[src/hw/rtl/assert_macros.svh]
// Assertion macros used by the top RTL file of the car-following block.
// No dependencies; the macros expand to nothing when SYNTH is defined.
`ifndef ASSERT_MACROS_SVH
`define ASSERT_MACROS_SVH
`ifndef SYNTH
`define ASSERT_IMPLIES(label, clk, rst, ante, cons) \
   label: assert property (@(posedge clk) disable iff (rst) (ante) |-> (cons)) \
      else $error("implication check failed");
`define ASSERT_NEXT(label, clk, rst, ante, cons) \
   label: assert property (@(posedge clk) disable iff (rst) (ante) |=> (cons)) \
      else $error("next-cycle check failed");
`define ASSERT_ALWAYS(label, clk, rst, cond) \
   label: assert property (@(posedge clk) disable iff (rst) (cond)) \
      else $error("invariant check failed");
`else
`define ASSERT_IMPLIES(label, clk, rst, ante, cons)
`define ASSERT_NEXT(label, clk, rst, ante, cons)
`define ASSERT_ALWAYS(label, clk, rst, cond)
`endif
`endif

[src/hw/rtl/idm_pkg.sv]
// Types and constants of the IDM car-following block.
// No dependencies.
package idm_pkg;

   localparam int unsigned CSR_IDX_W = 3;
   localparam int unsigned OP_W = 4;
   localparam int unsigned DIV_STEPS = 48;

   localparam logic [31:0] QONE = 32'h0001_0000;
   localparam logic [31:0] USAT = 32'hFFFF_FFFF;

   // register indexes
   localparam logic [CSR_IDX_W-1:0] CSR_MAX_ACCEL = 3'd0;
   localparam logic [CSR_IDX_W-1:0] CSR_MAX_DECEL = 3'd1;
   localparam logic [CSR_IDX_W-1:0] CSR_DESIRED_SPEED = 3'd2;
   localparam logic [CSR_IDX_W-1:0] CSR_MIN_GAP = 3'd3;
   localparam logic [CSR_IDX_W-1:0] CSR_STEP_TIME = 3'd4;

   localparam logic [30:0] RST_MAX_ACCEL = 31'd65536;
   localparam logic [31:0] RST_MAX_DECEL = 32'hFFFD_0000;
   localparam logic [30:0] RST_DESIRED_SPEED = 31'd1966080;
   localparam logic [30:0] RST_MIN_GAP = 31'd131072;
   localparam logic [30:0] RST_STEP_TIME = 31'd6554;

   // datapath operations
   localparam logic [OP_W-1:0] OP_DIV_V = 4'd0;
   localparam logic [OP_W-1:0] OP_POW = 4'd1;
   localparam logic [OP_W-1:0] OP_MUL_ROOT = 4'd2;
   localparam logic [OP_W-1:0] OP_SQ_ROOT = 4'd3;
   localparam logic [OP_W-1:0] OP_MUL_SS = 4'd4;
   localparam logic [OP_W-1:0] OP_DIV_SS = 4'd5;
   localparam logic [OP_W-1:0] OP_MUL_AX = 4'd6;
   localparam logic [OP_W-1:0] OP_MUL_AY = 4'd7;
   localparam logic [OP_W-1:0] OP_SQ_GAP = 4'd8;
   localparam logic [OP_W-1:0] OP_DIV_G = 4'd9;
   localparam logic [OP_W-1:0] OP_MUL_GSQ = 4'd10;
   localparam logic [OP_W-1:0] OP_MUL_ACC = 4'd11;
   localparam logic [OP_W-1:0] OP_MUL_VEL = 4'd12;
   localparam logic [OP_W-1:0] OP_MUL_DIST = 4'd13;

   typedef struct packed {
      logic [OP_W-1:0] op;
      logic go;
      logic wb;
      logic load_in;
      logic load_out;
   } idm_cmd_type;

   typedef struct packed {
      logic div_done;
      logic sqrt_done;
      logic lead;
   } idm_status_type;

endpackage

[src/hw/rtl/idm_ctrl.sv]
// Controller: sequences one request through the datapath and owns the
// request and response handshakes. Depends on idm_pkg.
module idm_ctrl (
   input  logic                    clock,
   input  logic                    reset,
   input  logic                    req_valid,
   output logic                    req_ready,
   input  logic                    rsp_ready,
   output logic                    rsp_valid,
   input  idm_pkg::idm_status_type status,
   output idm_pkg::idm_cmd_type    cmd
);
   localparam logic [4:0] ST_IDLE = 5'd0;
   localparam logic [4:0] ST_DIVV_GO = 5'd1;
   localparam logic [4:0] ST_DIVV_WAIT = 5'd2;
   localparam logic [4:0] ST_POW_M = 5'd3;
   localparam logic [4:0] ST_POW_W = 5'd4;
   localparam logic [4:0] ST_ROOT_M = 5'd5;
   localparam logic [4:0] ST_ROOT_GO = 5'd6;
   localparam logic [4:0] ST_ROOT_WAIT = 5'd7;
   localparam logic [4:0] ST_SS_M = 5'd8;
   localparam logic [4:0] ST_SS_W = 5'd9;
   localparam logic [4:0] ST_DIVSS_GO = 5'd10;
   localparam logic [4:0] ST_DIVSS_WAIT = 5'd11;
   localparam logic [4:0] ST_AX_M = 5'd12;
   localparam logic [4:0] ST_AX_W = 5'd13;
   localparam logic [4:0] ST_AY_M = 5'd14;
   localparam logic [4:0] ST_AY_W = 5'd15;
   localparam logic [4:0] ST_GAP_GO = 5'd16;
   localparam logic [4:0] ST_GAP_WAIT = 5'd17;
   localparam logic [4:0] ST_DIVG_GO = 5'd18;
   localparam logic [4:0] ST_DIVG_WAIT = 5'd19;
   localparam logic [4:0] ST_GSQ_M = 5'd20;
   localparam logic [4:0] ST_GSQ_W = 5'd21;
   localparam logic [4:0] ST_ACC_M = 5'd22;
   localparam logic [4:0] ST_ACC_W = 5'd23;
   localparam logic [4:0] ST_VEL_M = 5'd24;
   localparam logic [4:0] ST_VEL_W = 5'd25;
   localparam logic [4:0] ST_DIST_M = 5'd26;
   localparam logic [4:0] ST_DIST_W = 5'd27;
   localparam logic [4:0] ST_OUT = 5'd28;

   logic [4:0] state_ff, state_in;
   logic [1:0] pow_cnt_ff, pow_cnt_in;
   logic       rsp_valid_ff, rsp_valid_in;
   logic       out_free;

   assign out_free = !rsp_valid_ff || rsp_ready;

   always_comb begin
      state_in = state_ff;
      pow_cnt_in = pow_cnt_ff;
      cmd = '0;
      req_ready = 1'b0;
      case (state_ff)
         ST_IDLE: begin
            req_ready = 1'b1;
            if (req_valid) begin
               cmd.load_in = 1'b1;
               state_in = ST_DIVV_GO;
            end
         end
         ST_DIVV_GO: begin
            cmd.op = idm_pkg::OP_DIV_V;
            cmd.go = 1'b1;
            pow_cnt_in = '0;
            state_in = ST_DIVV_WAIT;
         end
         ST_DIVV_WAIT: begin
            cmd.op = idm_pkg::OP_DIV_V;
            cmd.wb = 1'b1;
            if (status.div_done) state_in = ST_POW_M;
         end
         ST_POW_M: begin
            cmd.op = idm_pkg::OP_POW;
            cmd.go = 1'b1;
            state_in = ST_POW_W;
         end
         ST_POW_W: begin
            cmd.op = idm_pkg::OP_POW;
            cmd.wb = 1'b1;
            pow_cnt_in = pow_cnt_ff + 2'd1;
            // three products give the fourth power
            if (pow_cnt_ff == 2'd2) begin
               state_in = status.lead ? ST_ROOT_M : ST_ACC_M;
            end else begin
               state_in = ST_POW_M;
            end
         end
         ST_ROOT_M: begin
            cmd.op = idm_pkg::OP_MUL_ROOT;
            cmd.go = 1'b1;
            state_in = ST_ROOT_GO;
         end
         ST_ROOT_GO: begin
            cmd.op = idm_pkg::OP_SQ_ROOT;
            cmd.go = 1'b1;
            state_in = ST_ROOT_WAIT;
         end
         ST_ROOT_WAIT: begin
            cmd.op = idm_pkg::OP_SQ_ROOT;
            cmd.wb = 1'b1;
            if (status.sqrt_done) state_in = ST_SS_M;
         end
         ST_SS_M: begin
            cmd.op = idm_pkg::OP_MUL_SS;
            cmd.go = 1'b1;
            state_in = ST_SS_W;
         end
         ST_SS_W: begin
            cmd.op = idm_pkg::OP_MUL_SS;
            cmd.wb = 1'b1;
            state_in = ST_DIVSS_GO;
         end
         ST_DIVSS_GO: begin
            cmd.op = idm_pkg::OP_DIV_SS;
            cmd.go = 1'b1;
            state_in = ST_DIVSS_WAIT;
         end
         ST_DIVSS_WAIT: begin
            cmd.op = idm_pkg::OP_DIV_SS;
            cmd.wb = 1'b1;
            if (status.div_done) state_in = ST_AX_M;
         end
         ST_AX_M: begin
            cmd.op = idm_pkg::OP_MUL_AX;
            cmd.go = 1'b1;
            state_in = ST_AX_W;
         end
         ST_AX_W: begin
            cmd.op = idm_pkg::OP_MUL_AX;
            cmd.wb = 1'b1;
            state_in = ST_AY_M;
         end
         ST_AY_M: begin
            cmd.op = idm_pkg::OP_MUL_AY;
            cmd.go = 1'b1;
            state_in = ST_AY_W;
         end
         ST_AY_W: begin
            cmd.op = idm_pkg::OP_MUL_AY;
            cmd.wb = 1'b1;
            state_in = ST_GAP_GO;
         end
         ST_GAP_GO: begin
            cmd.op = idm_pkg::OP_SQ_GAP;
            cmd.go = 1'b1;
            state_in = ST_GAP_WAIT;
         end
         ST_GAP_WAIT: begin
            cmd.op = idm_pkg::OP_SQ_GAP;
            cmd.wb = 1'b1;
            if (status.sqrt_done) state_in = ST_DIVG_GO;
         end
         ST_DIVG_GO: begin
            cmd.op = idm_pkg::OP_DIV_G;
            cmd.go = 1'b1;
            state_in = ST_DIVG_WAIT;
         end
         ST_DIVG_WAIT: begin
            cmd.op = idm_pkg::OP_DIV_G;
            cmd.wb = 1'b1;
            if (status.div_done) state_in = ST_GSQ_M;
         end
         ST_GSQ_M: begin
            cmd.op = idm_pkg::OP_MUL_GSQ;
            cmd.go = 1'b1;
            state_in = ST_GSQ_W;
         end
         ST_GSQ_W: begin
            cmd.op = idm_pkg::OP_MUL_GSQ;
            cmd.wb = 1'b1;
            state_in = ST_ACC_M;
         end
         ST_ACC_M: begin
            cmd.op = idm_pkg::OP_MUL_ACC;
            cmd.go = 1'b1;
            state_in = ST_ACC_W;
         end
         ST_ACC_W: begin
            cmd.op = idm_pkg::OP_MUL_ACC;
            cmd.wb = 1'b1;
            state_in = ST_VEL_M;
         end
         ST_VEL_M: begin
            cmd.op = idm_pkg::OP_MUL_VEL;
            cmd.go = 1'b1;
            state_in = ST_VEL_W;
         end
         ST_VEL_W: begin
            cmd.op = idm_pkg::OP_MUL_VEL;
            cmd.wb = 1'b1;
            state_in = ST_DIST_M;
         end
         ST_DIST_M: begin
            cmd.op = idm_pkg::OP_MUL_DIST;
            cmd.go = 1'b1;
            state_in = ST_DIST_W;
         end
         ST_DIST_W: begin
            cmd.op = idm_pkg::OP_MUL_DIST;
            cmd.wb = 1'b1;
            state_in = ST_OUT;
         end
         ST_OUT: begin
            // hold until the output register is free
            if (out_free) begin
               cmd.load_out = 1'b1;
               state_in = ST_IDLE;
            end
         end
         default: state_in = ST_IDLE;
      endcase
   end

   always_comb begin
      rsp_valid_in = rsp_valid_ff;
      if (cmd.load_out) begin
         rsp_valid_in = 1'b1;
      end else if (rsp_valid_ff && rsp_ready) begin
         rsp_valid_in = 1'b0;
      end
   end

   always_ff @(posedge clock) begin
      if (reset) begin
         state_ff <= ST_IDLE;
         pow_cnt_ff <= '0;
         rsp_valid_ff <= 1'b0;
      end else begin
         state_ff <= state_in;
         pow_cnt_ff <= pow_cnt_in;
         rsp_valid_ff <= rsp_valid_in;
      end
   end

   assign rsp_valid = rsp_valid_ff;
endmodule

[config.mk]
export PLATFORM = sky130hd
export DESIGN_NAME = idm_ctrl
export DESIGN_NICKNAME = d
export VERILOG_FILES = /design/src/hw/rtl/assert_macros.svh /design/src/hw/rtl/idm_pkg.sv /design/src/hw/rtl/idm_ctrl.sv
export SDC_FILE = /design/constraint.sdc
export NUM_CORES = 1
export LEC_CHECK = 0
export BUFFER_PORTS_ARGS = -buffer_cell sky130_fd_sc_hd__buf_2
export CAP_MARGIN = 20
export CORE_MARGIN = 4
export CORE_UTILIZATION = 45
export CTS_CLUSTER_DIAMETER = 80
export DETAILED_ROUTE_END_ITERATION = 12
export GPL_TIMING_DRIVEN = 0
export PLACE_DENSITY = 0.71
export SYNTH_ARGS = -nofsm -noshare
export SYNTH_HDL_FRONTEND = slang
export SYNTH_SLANG_ARGS = --single-unit
[constraint.sdc]
create_clock -name clock -period 1.6 [get_ports clock]
set_clock_uncertainty 0.2 [all_clocks]
set_input_delay 0.16 -clock clock [delete_from_list [all_inputs] [get_ports clock]]
set_output_delay 0.16 -clock clock [all_outputs]
set_load 0.01 [all_outputs]
# Word level (Yosys, flattened, before mapping)

Index checks and enable logic that the tools add are counted.

Bits in registers: 8
Bits of input ports: 7
Output and inout port bits: 10

Add/sub/neg operators: 1
Eq/ne operators: 36
Multiplexer cells: 21
Reduce and logical (&&, ||, !) cells: 21

Operators by type and width:

| cell                                                            | number |
|---|---|
| 5-bit one-hot mux with 29 select lines                          | 1 |
| 5-bit == test, second input constant                            | 13 |
| 4-bit one-hot mux with 13 select lines                          | 1 |
| 5-bit 2-to-1 mux                                                | 9 |
| 5-bit by 4-bit == test with 1-bit output, second input constant | 8 |
| 2-bit OR reduction                                              | 12 |
| 5-bit by 3-bit == test with 1-bit output, second input constant | 4 |
| 2-bit != test, second input constant                            | 7 |
| 14-bit OR reduction                                             | 1 |
| 13-bit OR reduction                                             | 1 |
| 5-bit by 2-bit == test with 1-bit output, second input constant | 2 |
| 1-bit 2-to-1 mux                                                | 9 |
| 7-bit AND reduction                                             | 1 |
| 5-bit by 1-bit == test with 1-bit output, second input constant | 1 |
| 5-bit zero test                                                 | 1 |
| 2-bit one-hot mux with 2 select lines                           | 1 |
| 2-bit nonzero test                                              | 2 |
| 2-bit by 1-bit adder with 2-bit output, second input constant   | 1 |
| 2-bit == test, second input constant                            | 1 |
| 1-bit logical AND                                               | 1 |
| 1-bit zero test                                                 | 1 |
| 1-bit logical OR                                                | 1 |

# Logic depth before layout (Yosys ltp)

Word-level depth: 5
Gate-level depth with buffers: 7
Gate-level depth less buffers: 6

# Least setup slack after synthesis

OpenSTA, ideal clock, no wires.

Path kind: reg2reg
Start: register state_ff[4]
End: register state_ff[1]
Data arrival time: 1.462 ns
Data required time: 1.297 ns
Slack: -0.165 ns
Stages on the path, launching flop included: 7
Buffers on the path: 1
Clock period less this slack: 1.765 ns
Cell sequence: dfxtp_1 buf_2 nand3_2 or3_4 o221ai_4 a211oi_1 a2111oi_2

Longest elaborated chain between the ends: 3

RTL lines:

| element                                     | RTL line        | text |
|---|---|---|
| start: declaration                          | idm_ctrl.sv:43  | `logic [4:0] state_ff, state_in;` |
| start signal: assignment                    | idm_ctrl.sv:231 | `state_ff <= state_in;` |
| 5-bit == test, or another cell as far along | idm_ctrl.sv:55  | `case (state_ff)` |
| 2-bit != test (no line)                     | -               |  |
| 7-bit AND reduction (no line)               | -               |  |

Several ways; a longest one is shown, not always the timed one.
A chain may end at the register's enable or synchronous reset.

==> impl_results.md <==
- WP data required: about 1.2 ns
- Fin worst setup slack: -0.3154 ns
- Hold endpoint: state_ff[1]
- Worst hold start: status[0]
- Starting DRT DRC Count: 17
- Final wirelength: 2.377 mm
- Wirelength per Cell: 16.17 um
- DR vias: 883
- Largest delay share family, worst path: flip-flops
- M1 WL: 1.018 mm
- Maximum clock rate: about 0.52 GHz
- Failing checks: negative setup slack
- Rel. slew slack: between 70% and 80%
- Largest family of logic cells by synthesized area: simple AND/OR/NAND/NOR gates
- Post-DP HPWL: 1.326 mm
- CP Data Arrival Time: approximately 1.6 ns
- # placed instances: around 130
- Class of the worst hold path: in -> reg
- Critical path class: reg -> out
- Status: finished, violations left
- Syn Area/Cell: 7.182 um2
- Cell Area, Placed: approximately 850 um2
- Initial antenna violation count: 0
- Min Tclk post-route: 1.915 ns
- Die width: 47.95 um
- Worst-margin pin slew: roughly 0.39 ns
- Worst Hold Depth: 4
- Post-synthesis adder-cell area fraction: between 1.5 and 2%
- Yosys warns: 0
- Gr ovfl total: 0
- Mapped Cells: 100
- FF-to-FF path depth: 7
- Filler Cell Count: 100
- CTS buffer count: 3
- Asr flop ratio synth: 0%
- Post-synthesis simple-gate area fraction: 35.19%
- Initial Util: 47.67%
- Die area: 2299 um2
- Ant diodes: 0
- CTS tree: built
- CTS sink count: 8
- Worst path bufs/invs: 2
- Leak: 0.5039 nW
- Number of global-route vias before repair: 707
- Skew-Pair Late Insertion Delay: 0.25 ns
- Reg area: 168.9 um2
- Worst path depth: 4
- Final Power: 0.7289 mW
- Main synth FF type: dfxtp_1
- Compound-Gate Fraction of Synth Area: 30.84%
- Post-synthesis sequential area ratio: between 20% and 30%
- Number of synthesized flops with an enable pin: 0
- RSZ-0062 raised after global routing: yes
- Hold Buf Count CTS: 0
- Area share of the largest cell type after synthesis: between 20 and 25%
- Cell variety after synth: 39
- Site row count: 14
- Io pins: 17
- Vias/cell: 6.007
- Clk buf depth: 2
- R2R Path Start: state_ff[4]
- Most common cell after layout, fill and taps aside: buf_2
- Chip height: approximately 48 um
- Htree depth: 1
- Crit-path cells: clkbuf_8, nor3_4, a222oi_1, buf_2
- Final setup viols: 15
- Largest net degree at the start of global routing: 11
- Crit-path slowest cell: dfxtp_2
- Area occupied by multi-input gates: about 630 um2
- Non-filler cells, final: 147
- PwrDens: 623.7 nW/um2
- Post-Syn Area: around 700 um2
- Most frequent cells in the layout: buf_2 (13), buf_4 (11), buf_6 (8), nor2_1 (8), nand2_1 (7)
- CP Launch Type: register
- CP endpoint kind: primary output
- Total negative slack: -2.609 ns
- Reg2Reg Setup Slack: -0.21 ns
- Worst r2r dst: pow_cnt_ff[0]
- Critical Path Max Stage Delay: 0.46 ns
- Fin crit share: 119.7%
- Total Routing Usage GR: 18.05%
- Final ANT Viol Nets: 0
- Synth area leaders: dfxtp_1 (22%), nor2_1 (6.3%), nand2_1 (5.2%)
- MaxCap Viol Count: 0
- CP max FO: 10
- Final Slew Violations: 0
- Finished Cell Area: 1169 um2
- Worst vdd ir: 0.5879 mV
- WL met3: ~130 um
- Post-Syn Nets: about 110
- DR top layer: met4
- Root buffer cell: clkbuf_4
- Area leader, netlist: dfxtp_1
- First-pass GRT wire length: 2.946 mm
- Routed wl met2: 1.226 mm
- Fraction of layout cells with a size suffix above 1: between 50 and 60%
- # port buffers: 15
- Drt pass-1 iters: 4
- DRC: 0
- Fin. Hold Viols: 0
- XOR/XNOR share of the synthesized area: under 10%
- Post-synthesis mux area share: 0%
- Nets@finish: 141
- Seq cells post-synth: 8
- Clock-pin slew on the worst setup and hold paths: roughly 0.060 ns
- Layout area overhead: 62.72%
- Gp weighted congestion: 0.8557
- Core ar.: between 1500 and 2000 um2
-- per-stage QoR --
step | hold WS [ns] | worst slack, ns | utilization, %
after floorplan | 0.1924 | -0.08878 | -
after global placement | 0.3116 | -0.1648 | 56.40
after detailed placement | 0.3256 | -0.2160 | 56.40
after CTS | 0.03931 | -0.1713 | 66.03
after global routing | 0.06415 | -0.3505 | 77.57
final | 0.04708 | -0.3154 | 77.57
-- synth_stat cells, types with 2 or more instances --
master	instances
o21ai_0	7
nand3_1	4
buf_2	4
nor3_1	4
xor2_1	2
nor2_1	12
nand2b_1	3
buf_1	2
clkbuf_1	3
a22oi_1	2
inv_1	2
a21oi_1	5
nor3b_1	2
and3_1	2
and2_1	3
nor2b_1	2
nand2_1	10
a211oi_1	2
dfxtp_1	8
and3b_1	2
-- where the power goes --
part           total [mW]  internal [mW]  switching [mW]
clock network       0.156         0.0860          0.0699
registers           0.241          0.211          0.0303
logic               0.332          0.149           0.183
-- sequential cells by signal, indices dropped and copies added (netlist names) --
register	cells
rsp_valid	1
pow_cnt_ff	2
state_ff	5
-- worst max-delay path by stage --
stage | start | end | slack [ns]
detailed placement | state_ff[1] | state_ff[0] | -0.22
finish | state_ff[0] | cmd[3] | -0.32
global route | state_ff[4] | cmd[4] | -0.35
CTS | state_ff[4] | cmd[3] | -0.17
floorplan | state_ff[4] | state_ff[2] | -0.09
global placement | state_ff[4] | state_ff[2] | -0.16
-- repair_timing --
item | 4_1_cts | 5_1_grt
resized for setup | 29 | 25
pin swaps | 8 | 15
setup buffers | 7 | 8
setup endpoints to repair | 16 | 16
-- kinds of logic (layout without fill, tap and decap cells) --
group	count (synthesis)	in the layout
XOR/XNOR	2	2
AO/OA/AOI/OAI	29	29
flip-flops	8	8
buffers and inverters	12	43
adder cells (fa/ha/maj)	1	1
AND/OR/NAND/NOR	48	48
-- cell type report --
class                      count  area share (%)
buffer                         8           8.137
clock buffer                   3           1.927
inverter                       2          0.6424
multi-input combinational     80           53.96
sequential                     8           14.45
tap                           16           1.713
timing repair buffer          30           19.16
-- worst reg2reg max path: cells and delay by family (launching register included) --
family,cells,cell delay (ns)
AOI/OAI and AO/OA,2,0.37
buffers and inverters,3,0.37
DFF,1,0.33
and+or+nand+nor,2,0.44
-- layer usage --
| metal | vias to the layer above | global-route usage (%) |
|---|---|---|
| li1 | 430 | - |
| met1 | 418 | 22.96 |
| met2 | 33 | 30.87 |
| met3 | 2 | 5.263 |
| met4 | 0 | 2.151 |
| met5 | - | 0 |
Power figures use the tool's default switching activity.
